--- src/hw/rtl/chtsb_pkg.sv ---
// ============================================================================
// chtsb_pkg
// Shared sizes, codes and control types for the sorted-bucket hash table.
// ============================================================================
package chtsb_pkg;

    localparam int NUM_BUCKETS  = 7;
    localparam int BUCKET_DEPTH = 8;
    localparam int KEY_WIDTH    = 16;

    localparam int REM_W       = $clog2(NUM_BUCKETS);
    localparam int IDX_W       = $clog2(BUCKET_DEPTH);
    localparam int POS_W       = $clog2(BUCKET_DEPTH + 1);
    localparam int ADDR_W      = REM_W + IDX_W;
    localparam int MEM_DEPTH   = NUM_BUCKETS * BUCKET_DEPTH;
    localparam int KEY_NIBBLES = (KEY_WIDTH + 3) / 4;
    localparam int NIB_CNT_W   = $clog2(KEY_NIBBLES);
    localparam int MOD_W       = REM_W + 4;
    localparam int OUT_W       = 16;

    typedef logic [1:0] op_t;
    localparam op_t OP_INSERT = 2'd0;
    localparam op_t OP_SEARCH = 2'd1;
    localparam op_t OP_REMOVE = 2'd2;

    typedef logic [1:0] status_t;
    localparam status_t ST_OK      = 2'd0;
    localparam status_t ST_MISSING = 2'd1;
    localparam status_t ST_FULL    = 2'd2;

    typedef struct packed {
        logic accept;
        logic mod_step;
        logic look;
        logic scan;
        logic fin;
        logic resp;
    } chtsb_cmd_t;

    typedef struct packed {
        logic mod_last;
        logic skip;
        logic scan_done;
        logic out_free;
    } chtsb_stat_t;

    // Remainder of a value below 16 * NUM_BUCKETS, by restoring subtraction
    // of the shifted bucket count.
    function automatic logic [REM_W-1:0] mod_small(input logic [MOD_W-1:0] v);
        logic [MOD_W-1:0] r;
        logic [MOD_W-1:0] d;
        r = v;
        for (int s = 3; s >= 0; s--) begin
            d = MOD_W'(NUM_BUCKETS) << s;
            if (r >= d) begin
                r = r - d;
            end
        end
        return r[REM_W-1:0];
    endfunction

endpackage

--- src/hw/rtl/chtsb_ctrl.sv ---
// ============================================================================
// chtsb_ctrl
// Sequencer that steps one request through hashing, scan and response.
// ============================================================================
module chtsb_ctrl (
    input  logic               clk,
    input  logic               rst_n,
    input  logic               s_tvalid,
    output logic               ready,
    input  chtsb_pkg::chtsb_stat_t st,
    output chtsb_pkg::chtsb_cmd_t  cmd
);
    import chtsb_pkg::*;

    typedef enum logic [5:0] {
        S_IDLE = 6'b000001,
        S_MOD  = 6'b000010,
        S_LOOK = 6'b000100,
        S_SCAN = 6'b001000,
        S_FIN  = 6'b010000,
        S_RESP = 6'b100000
    } state_t;

    state_t state_reg;
    state_t state_next;

    always_comb
    begin
        state_next = state_reg;
        cmd        = '0;
        ready      = 1'b0;
        case (state_reg)
            S_IDLE:
            begin
                ready      = 1'b1;
                cmd.accept = s_tvalid;
                if (s_tvalid)
                begin
                    state_next = S_MOD;
                end
            end
            S_MOD:
            begin
                cmd.mod_step = 1'b1;
                if (st.mod_last)
                begin
                    state_next = S_LOOK;
                end
            end
            S_LOOK:
            begin
                cmd.look   = 1'b1;
                state_next = st.skip ? S_FIN : S_SCAN;
            end
            S_SCAN:
            begin
                cmd.scan = 1'b1;
                if (st.scan_done)
                begin
                    state_next = S_FIN;
                end
            end
            S_FIN:
            begin
                cmd.fin    = 1'b1;
                state_next = S_RESP;
            end
            S_RESP:
            begin
                cmd.resp = 1'b1;
                if (st.out_free)
                begin
                    state_next = S_IDLE;
                end
            end
            default:
            begin
                state_next = S_IDLE;
            end
        endcase
    end

    always_ff @(posedge clk or negedge rst_n)
    begin
        if (!rst_n)
        begin
            state_reg <= S_IDLE;
        end
        else
        begin
            state_reg <= state_next;
        end
    end

endmodule

--- src/hw/rtl/chtsb_dp.sv ---
// ============================================================================
// chtsb_dp
// Datapath: key hashing, bucket store, fill counts, scan and output register.
// ============================================================================
module chtsb_dp (
    input  logic                          clk,
    input  logic                          rst_n,
    input  chtsb_pkg::chtsb_cmd_t         cmd,
    output chtsb_pkg::chtsb_stat_t        st,
    input  chtsb_pkg::op_t                op_in,
    input  logic [chtsb_pkg::KEY_WIDTH-1:0] key_in,
    output logic                          out_valid,
    input  logic                          out_ready,
    output logic [chtsb_pkg::OUT_W-1:0]   out_data
);
    import chtsb_pkg::*;

    logic [KEY_WIDTH-1:0] store_mem [MEM_DEPTH];
    logic [KEY_WIDTH-1:0] rdata_reg;
    logic [ADDR_W-1:0]    raddr;
    logic                 we;
    logic [ADDR_W-1:0]    waddr;
    logic [KEY_WIDTH-1:0] wdata;

    logic [POS_W-1:0]     fill_reg [NUM_BUCKETS];
    logic [POS_W-1:0]     fill_cur;

    op_t                  op_reg;
    logic [KEY_WIDTH-1:0] key_reg;
    logic [NIB_CNT_W-1:0] nib_cnt_reg;
    logic [REM_W-1:0]     bucket_reg;
    logic [POS_W-1:0]     n_reg;
    logic [POS_W-1:0]     ridx_reg;
    logic [POS_W-1:0]     cidx_reg;
    logic                 cval_reg;
    logic                 found_reg;
    logic [POS_W-1:0]     at_reg;
    logic [KEY_WIDTH-1:0] carry_reg;

    logic                 hit_reg;
    status_t              status_reg;
    logic [POS_W-1:0]     pos_reg;

    logic                 out_valid_reg;
    logic [OUT_W-1:0]     out_data_reg;

    logic [3:0]           nibble;
    logic                 is_insert;
    logic                 is_search;
    logic                 is_remove;
    logic                 bucket_full;
    logic                 load_out;

    assign nibble      = key_reg[{nib_cnt_reg, 2'b00} +: 4];
    assign fill_cur    = fill_reg[bucket_reg];
    assign is_insert   = (op_reg == OP_INSERT);
    assign is_search   = (op_reg == OP_SEARCH);
    assign is_remove   = (op_reg == OP_REMOVE);
    assign bucket_full = (n_reg >= POS_W'(BUCKET_DEPTH));
    assign load_out    = cmd.resp && st.out_free;

    assign st.mod_last  = (nib_cnt_reg == '0);
    assign st.skip      = (is_insert && (fill_cur >= POS_W'(BUCKET_DEPTH)))
                          || !(is_insert || is_search || is_remove);
    assign st.scan_done = !cval_reg && (ridx_reg >= n_reg);
    assign st.out_free  = !out_valid_reg || out_ready;

    assign raddr = {bucket_reg, ridx_reg[IDX_W-1:0]};

    // Write port: shifting during the scan, tail entry at the finish.
    always_comb
    begin
        we    = 1'b0;
        waddr = {bucket_reg, cidx_reg[IDX_W-1:0]};
        wdata = key_reg;
        if (cmd.scan && cval_reg)
        begin
            if (is_insert)
            begin
                if (found_reg)
                begin
                    we    = 1'b1;
                    wdata = carry_reg;
                end
                else if (rdata_reg >= key_reg)
                begin
                    we    = 1'b1;
                    wdata = key_reg;
                end
            end
            else if (is_remove && found_reg)
            begin
                we    = 1'b1;
                waddr = {bucket_reg, IDX_W'(cidx_reg - 1'b1)};
                wdata = rdata_reg;
            end
        end
        else if (cmd.fin && is_insert && !bucket_full)
        begin
            we    = 1'b1;
            waddr = {bucket_reg, n_reg[IDX_W-1:0]};
            wdata = found_reg ? carry_reg : key_reg;
        end
    end

    always_ff @(posedge clk)
    begin
        if (we)
        begin
            store_mem[waddr] <= wdata;
        end
        rdata_reg <= store_mem[raddr];
    end

    // Request registers and scan bookkeeping.
    always_ff @(posedge clk)
    begin
        if (cmd.accept)
        begin
            op_reg      <= op_in;
            key_reg     <= key_in;
            nib_cnt_reg <= NIB_CNT_W'(KEY_NIBBLES - 1);
            bucket_reg  <= '0;
        end
        if (cmd.mod_step)
        begin
            bucket_reg  <= mod_small({bucket_reg, nibble});
            nib_cnt_reg <= nib_cnt_reg - 1'b1;
        end
        if (cmd.look)
        begin
            n_reg     <= fill_cur;
            ridx_reg  <= '0;
            found_reg <= 1'b0;
        end
        if (cmd.scan)
        begin
            if (ridx_reg < n_reg)
            begin
                cidx_reg <= ridx_reg;
                ridx_reg <= ridx_reg + 1'b1;
            end
            if (cval_reg)
            begin
                if (is_insert)
                begin
                    if (found_reg || (rdata_reg >= key_reg))
                    begin
                        carry_reg <= rdata_reg;
                    end
                    if (!found_reg && (rdata_reg >= key_reg))
                    begin
                        found_reg <= 1'b1;
                        at_reg    <= cidx_reg;
                    end
                end
                else if (!found_reg && (rdata_reg == key_reg))
                begin
                    found_reg <= 1'b1;
                    at_reg    <= cidx_reg;
                end
            end
        end
        if (cmd.fin)
        begin
            hit_reg    <= 1'b0;
            status_reg <= ST_MISSING;
            pos_reg    <= '0;
            if (is_insert)
            begin
                if (bucket_full)
                begin
                    status_reg <= ST_FULL;
                end
                else
                begin
                    hit_reg    <= 1'b1;
                    status_reg <= ST_OK;
                    pos_reg    <= found_reg ? at_reg : n_reg;
                end
            end
            else if ((is_search || is_remove) && found_reg)
            begin
                hit_reg    <= 1'b1;
                status_reg <= ST_OK;
                pos_reg    <= at_reg;
            end
        end
        if (load_out)
        begin
            out_data_reg <= OUT_W'({pos_reg, bucket_reg, status_reg, hit_reg});
        end
    end

    // Control flags and fill counts.
    always_ff @(posedge clk or negedge rst_n)
    begin
        if (!rst_n)
        begin
            cval_reg      <= 1'b0;
            out_valid_reg <= 1'b0;
            for (int b = 0; b < NUM_BUCKETS; b++)
            begin
                fill_reg[b] <= '0;
            end
        end
        else
        begin
            if (cmd.look)
            begin
                cval_reg <= 1'b0;
            end
            else if (cmd.scan)
            begin
                cval_reg <= (ridx_reg < n_reg);
            end
            if (cmd.fin)
            begin
                if (is_insert && !bucket_full)
                begin
                    fill_reg[bucket_reg] <= n_reg + 1'b1;
                end
                else if (is_remove && found_reg)
                begin
                    fill_reg[bucket_reg] <= n_reg - 1'b1;
                end
            end
            if (load_out)
            begin
                out_valid_reg <= 1'b1;
            end
            else if (out_ready)
            begin
                out_valid_reg <= 1'b0;
            end
        end
    end

    assign out_valid = out_valid_reg;
    assign out_data  = out_data_reg;

endmodule

--- src/hw/rtl/chained_hash_table_sorted_buckets.sv ---
// ============================================================================
// chained_hash_table_sorted_buckets
// Hash table of seven sorted buckets with insert, search and remove requests.
// ============================================================================
//
//  Channel   Direction  Signals                        Word contents
//  --------  ---------  -----------------------------  -------------------------
//  request   in         s_tvalid s_tready s_tdata      key; s_tuser carries op
//                       s_tuser
//  result    out        m_tvalid m_tready m_tdata      hit, status, bucket,
//                                                      position
//
// A request passes through hashing, lookup, bucket scan, finish and response
// before the next one is accepted; an insert into a full bucket or an unused
// op code skips the scan. The scan walks the bucket one entry a cycle through
// the single read port of the key store while the write port shifts entries
// behind it. Hashing the key modulo the bucket count takes one nibble a cycle.
// After reset all buckets are empty; no clearing pass is needed.
// A finished result waits in the output register while m_tready is low; the
// block still takes one more request and works it through, then holds its
// result back until the waiting word is taken.
//
// Bucket entries are kept in ascending order. Insert places the key in front of
// the first entry that is not smaller, so equal keys sit side by side. Search
// and remove act on the first equal entry, and remove closes the gap by moving
// the later entries down one place, including when the head entry goes.
//
module chained_hash_table_sorted_buckets (
    input  logic        clk,
    input  logic        rst_n,
    input  logic        s_tvalid,
    output logic        s_tready,
    input  logic [15:0] s_tdata,   // [15:0] key
    input  logic [1:0]  s_tuser,   // [1:0] op
    output logic        m_tvalid,
    input  logic        m_tready,
    output logic [15:0] m_tdata    // [0] hit, [2:1] status, [5:3] bucket,
                                   // [9:6] position, [15:10] zero
);
    import chtsb_pkg::*;

    chtsb_cmd_t  cmd;
    chtsb_stat_t st;

    // The sequencer decides what happens in each cycle.
    chtsb_ctrl u_ctrl (
        .clk      (clk),
        .rst_n    (rst_n),
        .s_tvalid (s_tvalid),
        .ready    (s_tready),
        .st       (st),
        .cmd      (cmd)
    );

    // The datapath holds the store, the fill counts and the result word.
    chtsb_dp u_dp (
        .clk       (clk),
        .rst_n     (rst_n),
        .cmd       (cmd),
        .st        (st),
        .op_in     (s_tuser),
        .key_in    (s_tdata[KEY_WIDTH-1:0]),
        .out_valid (m_tvalid),
        .out_ready (m_tready),
        .out_data  (m_tdata)
    );

    // One request is worked on at a time.
    a_one_at_a_time: assert property (@(posedge clk) disable iff (!rst_n)
        (s_tvalid && s_tready) |=> !s_tready)
        else $error("request accepted while another is in progress");

    // A hit is reported exactly when the status is ok.
    a_hit_status: assert property (@(posedge clk) disable iff (!rst_n)
        m_tvalid |-> (m_tdata[0] == (m_tdata[2:1] == ST_OK)))
        else $error("hit flag disagrees with status");

    // Bucket and position stay inside the table.
    a_ranges: assert property (@(posedge clk) disable iff (!rst_n)
        m_tvalid |-> ((m_tdata[5:3] < REM_W'(NUM_BUCKETS))
                      && (m_tdata[9:6] <= POS_W'(BUCKET_DEPTH))))
        else $error("bucket or position out of range");

endmodule
--- config.mk ---
export PLATFORM = sky130hd
export DESIGN_NAME = chained_hash_table_sorted_buckets
export DESIGN_NICKNAME = d
export VERILOG_FILES = /design/src/hw/rtl/chtsb_pkg.sv /design/src/hw/rtl/chtsb_ctrl.sv /design/src/hw/rtl/chtsb_dp.sv /design/src/hw/rtl/chained_hash_table_sorted_buckets.sv
export SDC_FILE = /design/constraint.sdc
export NUM_CORES = 1
export LEC_CHECK = 0
export BUFFER_PORTS_ARGS = -buffer_cell sky130_fd_sc_hd__buf_2
export CAP_MARGIN = 5
export CORE_MARGIN = 5
export CORE_UTILIZATION = 47
export CTS_CLUSTER_DIAMETER = 60
export DETAILED_ROUTE_END_ITERATION = 10
export SLEW_MARGIN = 30
export SYNTH_ARGS = -nofsm -noshare
export SYNTH_HDL_FRONTEND = slang
export SYNTH_SLANG_ARGS = --single-unit
--- constraint.sdc ---
create_clock -name clk -period 5.5 [get_ports clk]
set_input_delay 1.1 -clock clk [delete_from_list [all_inputs] [get_ports clk]]
set_output_delay 1.1 -clock clk [all_outputs]
set_load 0.005 [all_outputs]
==> results of run 1 <==
[worst min path at each step]
stage	start	end	slack [ns]
floorplan	u_dp.cidx_reg[3]$_DFFE_PP_	u_dp.at_reg[3]$_DFFE_PP_	0.40
global placement	u_dp.status_reg[0]$_SDFFCE_PP0N_	u_dp.out_data[1]$_DFFE_PP_	0.41
detailed placement	u_dp.status_reg[0]$_SDFFCE_PP0N_	u_dp.out_data[1]$_DFFE_PP_	0.41
CTS	u_dp.status_reg[0]$_SDFFCE_PP0N_	u_dp.out_data[1]$_DFFE_PP_	0.43
global route	u_dp.hit_reg$_DFFE_PN_	u_dp.out_data[0]$_DFFE_PP_	0.44
finish	u_dp.status_reg[0]$_SDFFCE_PP0N_	u_dp.out_data[1]$_DFFE_PP_	0.42
[cells by family after synthesis]
family          Yosys count  share of synthesized area (%)
mux                     337                           16.5
buf+inv                 166                           1.62
simple gates            191                           2.44
other cells               1                        0.00912
flops                  1021                           73.6
compound gates          262                           4.66
fa+ha+maj                32                          0.974
xor+xnor                  9                          0.192
[final cells by class]
type | instances | area share, %
flip-flops and latches | 1021 | 63.9
multi-input cells | 837 | 22.5
clock buffers | 143 | 6.16
well taps | 1155 | 3.05
repair buffers | 161 | 2.73
clock inverters | 57 | 1.34
inverters | 42 | 0.335
diodes | 1 | 0.00528
[timing repair]
| action | in CTS | in global routing |
|---|---|---|
| resized for setup | 0 | 1 |
| endpoints found under the setup margin | 0 | 2 |
| setup buffers | 0 | 5 |
[critical path, stage by stage, from the launching register on]
cell,delay [ns]
edfxtp_1,0.48
mux4_2,0.63
ha_1,0.27
a21oi_1,0.16
buf_4,0.17
nand3b_1,0.10
o21ai_1,0.17
ha_1,0.35
nand3_1,0.18
mux2i_2,0.29
nor2_1,0.10
xnor2_1,0.24
ha_1,0.27
or3b_4,0.42
a21oi_1,0.21
nor2_1,0.08
ha_1,0.24
o21ai_0,0.22
a21oi_2,0.08
nor3_1,0.22
mux2i_1,0.11
[cell usage after synthesis (all sizes together) (17+ instances only)]
master / count
a2111oi: 57
a21oi: 33
buf: 47
clkbuf: 77
dfrtp: 35
dfxtp: 21
edfxtp: 964
ha: 32
inv: 42
mux2: 17
mux2i: 50
mux4: 270
nand2: 71
nand3b: 18
nor2: 29
o21ai: 60
o22ai: 25
[through the flow]
stage | total power [mW] | util [%] | hold slack [ns] | cell area (um2) | setup WS (ns)
6_report | 21.8 | 54.6 | 0.423 | 47400 | 0.244
3_5_place_dp | 14.7 | 50.5 | 0.409 | 43800 | 0.201
4_1_cts | 22.0 | 54.5 | 0.427 | 47300 | 0.149
5_1_grt | 22.7 | 54.6 | 0.437 | 47400 | 0.0161
3_3_place_gp | 14.6 | 50.4 | 0.409 | 43800 | 0.475
2_1_floorplan | 12.8 | - | 0.400 | 41100 | 0.0896
[power breakdown]
| part | switching (mW) | leakage (nW) | internal (mW) |
|---|---|---|---|
| sequential | 0.302 | 9.35 | 9.05 |
| combinational | 3.08 | 3.81 | 2.17 |
| clock | 2.93 | 1.72 | 4.30 |
[per-layer routing]
layer / share of wire (%) / track usage, %
met1: 43 / 31.4
met2: 48 / 33.5
met3: 6.3 / 2.98
met4: 2.8 / 6.60
met5: 0 / 0
==> reports/qor.csv, run 1 <==
stage,metric,value,unit
run_status,outcome,"finished, final reports clean",
critical_path,reg2reg start,u_dp.nib_cnt_reg[0]$_SDFFCE_PP1P_,
sta,max_slew headroom,32.9,%
clock_network,CTS sink cnt,1021,
yosys,Avg Inst Size Synth,20.4,um2
clock_network,"Clk Latency, worst-skew pair",0.69,ns
floorplanning,row cnt,108,
drt,1st-iter DRT viols,2182,
drt,DR vias,21035,
finish,"most common cell after layout, fill and taps aside",edfxtp_1,
sta,final setup violation count,0,
drt,Antenna Nets Post-Route,0,
sta,fin crit share,95.6,%
yosys,Async SR Flop Fraction,3.53,%
sta,Max Slew Vio Count,0,
yosys,post-synth cell types,78,
sta,Max Freq,190,MHz
critical_path,Critical Path RT,5.91,ns
floorplanning,core area,86800,um2
clock_network,CTS tree,yes,
yosys,post-synth top area share,70.4,%
finish,Non-Filler Instances,3417,
global_routing,GR Util All Layers,21.3,%
min_path,Hold WC Path Type,register to register,
critical_path,CP startpoint,u_dp.nib_cnt_reg[0]$_SDFFCE_PP1P_,
pwr,Cell Pwr Density,461,nW/um2
critical_path,flop2flop setup slack,0.24,ns
finish,most frequent cells in the layout,"edfxtp_1 (964), mux4_2 (270), buf_4 (114)",
place,total placed cells including tap cells,3211,
sta,Fin. Hold Viols,0,
global_routing,GRT overflow,0,
place,DP Wirelength,62000,um
floorplanning,initial core utilization,47.4,%
yosys,sequential area share after synthesis,73.6,%
sta,skew final,0.0419,ns
critical_path,reg2reg end,u_dp.bucket_reg[1]$_SDFFCE_PP0P_,
yosys,Post-synth EDFFs,964,
drt,DRC,0,
job,Max-cap violations,0,
critical_path,reg2reg path depth,20,
yosys,prevailing post-synth register cell,edfxtp_1,
yosys,yosys warns,0,
finish,share of layout cells above drive strength 1,30.8,%
clock_network,clock buffer depth,3,
pwr,worst vdd rail ir drop,306,uV
floorplanning,Top Ports,40,
drt,DR pass1 iterations,9,
critical_path,kind of start point of the critical path,register,
global_routing,pin count of the biggest net entering global routing,60,
place,gpl congestion,0.895,
finish,Largest register FFs,896,
critical_path,worst setup path category,register to register,
floorplanning,Die W,306,um
critical_path,worst setup path endpoint,u_dp.bucket_reg[1]$_SDFFCE_PP0P_,
clock_network,clk slew on worst S/H paths,0.06,ns
yosys,synthesized area,41100,um2
clock_network,H-Tree Depth,3,
sta,Tmin final,5.26,ns
yosys,#FFs+latches synth,1021,
finish,# fillers,6585,
yosys,"top cells by area, synth","edfxtp_1 (70%), mux4_2 (15%), dfrtp_1 (2.1%)",
clock_network,cts bufs inserted,107,
drt,vias per cell,6.16,
global_routing,antenna violations before repair,4,
critical_path,"Arr. time, crit path",5.67,ns
finish,FF+latch area,30300,um2
clock_network,CTS Root Cell,clkbuf_16,
pwr,Pleak,14.9,nW
global_routing,vias in the first global route,21523,
finish,area of the multi-input gates,10600,um2
sta,TNS Setup,0,ns
yosys,Mapped Cells,2019,
drt,WL final,99800,um
finish,Final #Nets,2224,
sta,unrepaired setup endpoints after global routing,no,
place,Port Buffers,33,
clock_network,Hold Buf Count CTS,0,
floorplanning,die area,93500,um2
sta,actual slew at the worst max-slew pin,1.01,ns
min_path,WHS Path Cells,0,
drt,routed len/inst,29.2,um
floorplanning,DIE HEIGHT,306,um
global_routing,first-pass GRT wire length,147000,um
yosys,"area leader, netlist",edfxtp_1,
critical_path,worst-path fanout max,8,
critical_path,crit end category,register,
finish,synthesis-to-layout area growth,15.2,%
Power figures use the tool's default switching activity.
==> run 2, diff against run 1 <==
==> constraint.sdc (replaced) <==
create_clock -name clk -period 6.17 [get_ports clk]
set_input_delay 1.234 -clock clk [delete_from_list [all_inputs] [get_ports clk]]
set_output_delay 1.234 -clock clk [all_outputs]
set_load 0.005 [all_outputs]
==> run 2 against run 1 <==
Net effect:
- first-iteration DRC count is 6.3% higher
- via count down 0.24%
- highest routed layer unchanged
- critical endpoint is now u_dp.bucket_reg[0]$_SDFFCE_PP0P_
- combinational power fell by 13%
- routed wire length is 1.7% lower
- largest cell class unchanged
- global-route usage shrank 0.36 points
- worst setup slack better by 0.33 ns
- clock-buffer cell count decreased by 17
- register-to-register slack improved by 0.33 ns
- critical path depth shrank 1
==> reports/qor.csv, run 2 (synthesized netlist as in run 1, its figures left out) <==
stage,metric,value,unit,change
run_status,outcome,"finished, final reports clean",,
drt,routed len/inst,28.9,um,-0.99%
drt,Antenna Nets Post-Route,0,,unchanged
pwr,Combinational Power Share,23.8,%,-0.3 points
drt,top sig layer,met4,,
critical_path,critical-path cell list,"mux4_2, ha_1, a21oi_1, nand3b_1, o21ai_1, ha_1, nand3_1, mux2i_1, nor2_1, xnor2_1, ha_1, or3b_4, a21oi_1, nor2_1, ha_1, a21oi_1, nor4b_2, o31ai_1, nor3b_1",,
drt,WL final,98100,um,-1.7%
finish,share of layout cells above drive strength 1,30.6,%,-0.22 points
clock_network,CTS sink cnt,1021,,unchanged
floorplanning,die area,93500,um2,unchanged
clock_network,Setup Buffers After CTS,0,,unchanged
global_routing,first-pass GRT wire length,146000,um,-1.1%
pwr,sequential power share,43.2,%,+0.4 points
critical_path,Crit path top cell by count,ha_1,,
floorplanning,initial core utilization,47.4,%,unchanged
sta,Tmin final,5.60,ns,+0.344 ns
drt,DR pass1 iterations,6,,-3
clock_network,"Clk Latency, worst-skew pair",0.68,ns,about the same
critical_path,crit end category,register,,
global_routing,pin count of the biggest net entering global routing,79,,+32%
clock_network,H-Tree Depth,3,,unchanged
pwr,Cell Pwr Density,409,nW/um2,-11%
pwr,worst vdd rail ir drop,486,uV,+59%
clock_network,Hold Buf Count CTS,0,,unchanged
global_routing,vias in the first global route,21159,,-1.7%
job,Max-cap violations,0,,unchanged
drt,vias per cell,6.19,,+0.50%
min_path,Hold WC Path Type,register to register,,
drt,met3 wire length,6920,um,+11%
sta,final setup violation count,0,,unchanged
floorplanning,row cnt,108,,unchanged
pwr,Sw Share,29.2,%,+0.24 points
pwr,Sw Pwr,5.61,mW,-11%
pwr,Tot Pwr,19.2,mW,-12%
critical_path,"Arr. time, crit path",6.11,ns,+0.44 ns
global_routing,antenna violations before repair,3,,-1
pwr,Cell Int Power,13.6,mW,-12%
finish,Final #Nets,2199,,-1.1%
global_routing,GRT overflow,0,,unchanged
sta,Hold WS,0.423,ns,+0.000182 ns
place,gpl congestion,0.817,,-8.7%
place,DP Wirelength,59800,um,-3.6%
drt,1st-iter DRT viols,2319,,+6.3%
critical_path,kind of start point of the critical path,register,,
floorplanning,DIE HEIGHT,306,um,unchanged
finish,synthesis-to-layout area growth,14.5,%,
global_routing,GR Util All Layers,20.9,%,-0.36 points
critical_path,worst-path fanout max,12,,+4
critical_path,max incr delay on CP,0.72,ns,+0.09 ns
sta,max_slew headroom,30.2,%,-2.7 points
finish,Largest register FFs,896,,unchanged
critical_path,Critical Path RT,6.68,ns,+0.77 ns
sta,unrepaired setup endpoints after global routing,no,,
drt,DRC,0,,unchanged
sta,skew final,0.0388,ns,-0.00307 ns
clock_network,CTS tree,yes,,
finish,most frequent cells in the layout,"edfxtp_1 (964), mux4_2 (270), clkbuf_16 (107)",,
finish,"most common cell after layout, fill and taps aside",edfxtp_1,,
sta,actual slew at the worst max-slew pin,1.04,ns,+0.0365 ns
drt,routed wl met2,46900,um,-1.7%
drt,DR vias,20985,,-0.24%
floorplanning,Top Ports,40,,unchanged
place,Port Buffers,33,,unchanged
sta,Max Freq,179,MHz,-6.1%
sta,fin crit share,90.8,%,-4.8 points
critical_path,slowest CP cell,mux4_2,,
pwr,Pleak,14.8,nW,-0.76%
clock_network,CTS Root Cell,clkbuf_16,,
clock_network,clock buffer depth,3,,unchanged
floorplanning,core area,86800,um2,unchanged
sta,Fin. Hold Viols,0,,unchanged
sta,Max Slew Vio Count,0,,unchanged
clock_network,post-CTS sizing,0,,unchanged
pwr,power share of the clock group,33.0,%,about the same
clock_network,cts bufs inserted,106,,-0.93%
critical_path,worst setup path category,register to register,,
sta,TNS Setup,0,ns,unchanged
floorplanning,Die W,306,um,unchanged
drt,met1 WL,41900,um,-2.8%
clock_network,clk slew on worst S/H paths,0.06,ns,about the same
[run 2: cell types whose count changed in the layout (fill, tap and decap cells not counted), sizes merged]
| cell | delta |
|---|---|
| buf | -24 |
| clkbuf | -17 |
| clkinv | +12 |
| clkinvlp | +1 |
| diode | +1 |
| inv | +2 |
[run 2: final cells by class]
type / instances / area [um2]
clock buffer: 126 / 2750
antenna: 2 / 5.00
sequential: 1021 / 30300
timing repair buffer: 137 / 1030
clock inverter: 72 / 744
inverter: 42 / 158
tap: 1155 / 1450
fill: 6661 / 39700
multi-input combinational: 837 / 10700
[run 2: through the flow]
| step | setup WS [ns] | utilization [%] | cell area (um2) | std cells |
|---|---|---|---|---|
| after CTS | 0.610 | 54.2 | 47000 | 3389 |
| after floorplan | 0.760 | - | 41100 | 2024 |
| after global routing | 0.200 | 54.3 | 47100 | 3390 |
| after detailed placement | 0.634 | 50.2 | 43600 | 3191 |
| final | 0.570 | 54.3 | 47100 | 3392 |
| after global placement | 0.941 | 50.2 | 43500 | 3191 |
[run 2: power by group through the flow]
stage          sequential [mW]  clock (mW)  combinational (mW)
2_1_floorplan             8.30           0                3.11
3_3_place_gp              8.46           0                4.48
3_5_place_dp              8.46           0                4.58
4_1_cts                   8.32        6.48                4.60
5_1_grt                   8.34        6.80                4.88
6_report                  8.32        6.35                4.57
[run 2: critical path: cells and delay by family, from the launching register on]
kind                     cells  cell delay, ns
adder cells (fa/ha/maj)      4            1.16
flip-flops                   1            0.51
AO/OA/AOI/OAI                5            1.29
XOR/XNOR                     1            0.25
multiplexers                 2            0.97
AND/OR/NAND/NOR              7            1.21
[run 2: final timing paths]
path	to	start	cells past startpoint	slack, ns
setup / recovery	u_dp.bucket_reg[0]$_SDFFCE_PP0P_	u_dp.nib_cnt_reg[0]$_SDFFCE_PP1P_	19	0.57
hold / removal	u_dp.out_data[8]$_DFFE_PP_	u_dp.pos_reg[2]$_DFFE_PN_	0	0.42
setup reg to reg	u_dp.bucket_reg[0]$_SDFFCE_PP0P_	u_dp.nib_cnt_reg[0]$_SDFFCE_PP1P_	19	0.57
hold reg to reg	u_dp.out_data[8]$_DFFE_PP_	u_dp.pos_reg[2]$_DFFE_PN_	0	0.42
max in group asynchronous	u_dp.fill_reg[10]$_DFFE_PN0P_	rst_n	1	5.27
min in group asynchronous	u_dp.fill_reg[15]$_DFFE_PN0P_	rst_n	1	0.53
[run 2: per-layer routing]
layer,track usage (%),up-vias
met4,5.80,0
li1,-,8770
met2,33.0,873
met3,3.12,149
met5,0,-
met1,31.0,11193
==> run 3, diff against run 2 <==
==> constraint.sdc (replaced) <==
create_clock -name clk -period 6.9 [get_ports clk]
set_input_delay 1.38 -clock clk [delete_from_list [all_inputs] [get_ports clk]]
set_output_delay 1.38 -clock clk [all_outputs]
set_load 0.005 [all_outputs]
==> run 3 against run 2 <==
Net effect:
- flip-flop and latch count unchanged
- critical endpoint unchanged
- via count fell by 1.9%
- total power decreased by 11%
==> reports/qor.csv, run 3 (synthesized netlist as in run 1, its figures left out) <==
stage,metric,value,unit,change
finish,"Core Util, Final",54.1,%,-0.21 points
floorplanning,initial core utilization,47.4,%,unchanged
floorplanning,core area,86800,um2,unchanged
floorplanning,DIE HEIGHT,306,um,unchanged
finish,most frequent cells in the layout,"edfxtp_1 (964), mux4_2 (270), clkbuf_16 (110)",,
floorplanning,row cnt,108,,unchanged
pwr,Pleak,14.6,nW,-0.77%
drt,1st-iter DRT viols,2150,,-7.3%
finish,# fillers,6615,,-0.69%
global_routing,vias in the first global route,20875,,-1.3%
critical_path,worst setup path category,register to register,,
pwr,worst vdd rail ir drop,252,uV,-48%
place,gpl congestion,0.814,,-0.38%
pwr,power share of the clock group,32.5,%,-0.5 points
pwr,Combinational Power Share,24.1,%,+0.3 points
place,placed inst area,43400,um2,-0.24%
drt,WL final,96100,um,-2.1%
run_status,outcome,"finished, final reports clean",,
sta,final setup violation count,0,,unchanged
global_routing,GR Util All Layers,20.5,%,-0.39 points
global_routing,GR Layer Usage met1,30.5,%,-0.48 points
place,total placed cells including tap cells,3182,,-0.28%
drt,routed len/inst,28.4,um,-1.8%
sta,Fin. Hold Viols,0,,unchanged
clock_network,CTS tree,yes,,
global_routing,Most Crowded Layer GR,met2,,
finish,Non-Filler Instances,3380,,-0.35%
sta,max_slew headroom,31.2,%,+1.0 points
pwr,Sw Pwr,5.00,mW,-11%
finish,"most common cell after layout, fill and taps aside",edfxtp_1,,
pwr,Tot Pwr,17.0,mW,-11%
place,Port Buffers,33,,unchanged
clock_network,CTS Root Cell,clkbuf_16,,
critical_path,reg2reg start,u_dp.nib_cnt_reg[0]$_SDFFCE_PP1P_,,
critical_path,critical-path cell list,"mux4_2, ha_1, a21oi_1, nand3b_1, o21ai_1, ha_1, nand3_1, mux2i_1, nor2_1, xnor2_1, ha_1, or3b_4, a21oi_1, nor2_1, ha_1, o21ai_0, a21oi_2, o31ai_1, nor3b_1",,
sta,Hold WS,0.420,ns,-0.00280 ns
critical_path,flop2flop setup slack,1.43,ns,+0.86 ns
critical_path,worst-path fanout max,12,,unchanged
sta,PnR worst setup slack,1.43,ns,+0.860 ns
global_routing,met3 Use GR,3.59,%,+0.47 points
sta,Max Freq,183,MHz,+2.4%
drt,vias per cell,6.09,,-1.5%
clock_network,cts bufs inserted,105,,-0.94%
global_routing,met2 Resource Use GR,32.0,%,-1.0 points
clock_network,clk slew on worst S/H paths,0.06,ns,about the same
critical_path,kind of start point of the critical path,register,,
clock_network,post-CTS sizing,0,,unchanged
global_routing,pin count of the biggest net entering global routing,79,,unchanged
finish,Largest register FFs,896,,unchanged
critical_path,crit end category,register,,
drt,DRC,0,,unchanged
critical_path,reg2reg path depth,19,,unchanged
critical_path,slowest CP cell,mux4_2,,
finish,Final #Nets,2189,,-0.45%
sta,TNS Setup,0,ns,unchanged
critical_path,"Arr. time, crit path",5.99,ns,-0.12 ns
clock_network,Setup Buffers After CTS,0,,unchanged
critical_path,max incr delay on CP,0.71,ns,about the same
min_path,WHS Path Cells,0,,unchanged
sta,fin crit share,79.3,%,-11 points
critical_path,CP bufs+invs,0,,unchanged
critical_path,Critical Path RT,7.42,ns,+0.74 ns
global_routing,antenna violations before repair,4,,+1
global_routing,first-pass GRT wire length,143000,um,-1.9%
sta,actual slew at the worst max-slew pin,1.03,ns,-0.0112 ns
min_path,Hold WC Path Type,register to register,,
min_path,worst hold endpoint,u_dp.out_data[9]$_DFFE_PP_,,
sta,Tmin final,5.47,ns,-0.130 ns
critical_path,reg2reg end,u_dp.bucket_reg[0]$_SDFFCE_PP0P_,,
finish,fin area,46900,um2,-0.39%
critical_path,Crit path top cell by count,ha_1,,
place,Place WS,1.51,ns,+0.876 ns
critical_path,Worst path top cell family by delay,compound AO/OA/AOI/OAI gates,,
min_path,Hold Crit Start,u_dp.pos_reg[3]$_DFFE_PN_,,
global_routing,GRT overflow,0,,unchanged
sta,unrepaired setup endpoints after global routing,no,,
place,DP Wirelength,58600,um,-2.0%
drt,Antenna Nets Post-Route,0,,unchanged
clock_network,H-Tree Depth,3,,unchanged
sta,Max Slew Vio Count,0,,unchanged
clock_network,clock buffer depth,3,,unchanged
floorplanning,Die W,306,um,unchanged
pwr,Cell Pwr Density,363,nW/um2,-11%
finish,share of layout cells above drive strength 1,30.2,%,-0.34 points
drt,DR vias,20596,,-1.9%
pwr,sequential power share,43.4,%,+0.2 points
pwr,Cell Int Power,12.0,mW,-12%
pwr,Sw Share,29.3,%,+0.16 points
drt,DR pass1 iterations,5,,-1
finish,synthesis-to-layout area growth,14.1,%,
clock_network,CTS sink cnt,1021,,unchanged
clock_network,Hold Buf Count CTS,0,,unchanged
sta,skew final,0.0498,ns,+0.0109 ns
job,Max-cap violations,0,,unchanged
floorplanning,die area,93500,um2,unchanged
floorplanning,Top Ports,40,,unchanged
clock_network,"Clk Latency, worst-skew pair",0.70,ns,+0.02 ns
-- run 3: cell types whose count changed in the layout (fill, tap and decap cells not counted), moves of 3 or more --
cell	delta
a221o_4	-3
clkbuf_8	+9
bufinv_16	-8
clkbuf_16	+3
clkinv_1	-8
a221o_2	+3
buf_4	-6
clkbuf_1	+5
-- run 3: cell type report --
| type | count | area, um2 | area share [%] |
|---|---|---|---|
| Multi-Input combinational cell | 837 | 10700 | 22.7 |
| Inverter | 42 | 158 | 0.336 |
| Clock inverter | 53 | 469 | 1.00 |
| Tap cell | 1155 | 1450 | 3.08 |
| Antenna cell | 1 | 2.50 | 0.00533 |
| Timing Repair Buffer | 128 | 931 | 1.98 |
| Sequential cell | 1021 | 30300 | 64.5 |
| Clock buffer | 143 | 2970 | 6.32 |
-- run 3: worst max path at each step --
stage                                           start                          endpoint  slack (ns)  cells after the start
global placement    u_dp.nib_cnt_reg[0]$_SDFFCE_PP1P_  u_dp.bucket_reg[1]$_SDFFCE_PP0P_        1.69                     19
floorplan             u_ctrl.state_reg[1]$_DFFE_PN0P_   u_dp.store_mem[14][0]$_DFFE_PP_        1.49                      9
detailed placement  u_dp.nib_cnt_reg[0]$_SDFFCE_PP1P_  u_dp.bucket_reg[1]$_SDFFCE_PP0P_        1.51                     19
global route        u_dp.nib_cnt_reg[0]$_SDFFCE_PP1P_  u_dp.bucket_reg[0]$_SDFFCE_PP0P_        0.82                     19
finish              u_dp.nib_cnt_reg[0]$_SDFFCE_PP1P_  u_dp.bucket_reg[0]$_SDFFCE_PP0P_        1.43                     19
CTS                 u_dp.nib_cnt_reg[0]$_SDFFCE_PP1P_  u_dp.bucket_reg[1]$_SDFFCE_PP0P_        1.49                     19
-- run 3: per-layer routing --
layer  wire length (um)  up-vias
met3               6680      130
met1              41300    10957
met2              45700      755
li1                   -     8752
met5                 13        -
met4               2370        2
-- run 3: power groups by stage --
| stage | sequential, mW | combinational, mW | clock (mW) |
|---|---|---|---|
| CTS | 7.42 | 4.10 | 5.66 |
| finish | 7.40 | 4.10 | 5.54 |
| floorplan | 7.42 | 2.78 | 0 |
| global route | 7.40 | 4.38 | 5.93 |
| detailed placement | 7.55 | 4.09 | 0 |
| global placement | 7.55 | 4.00 | 0 |
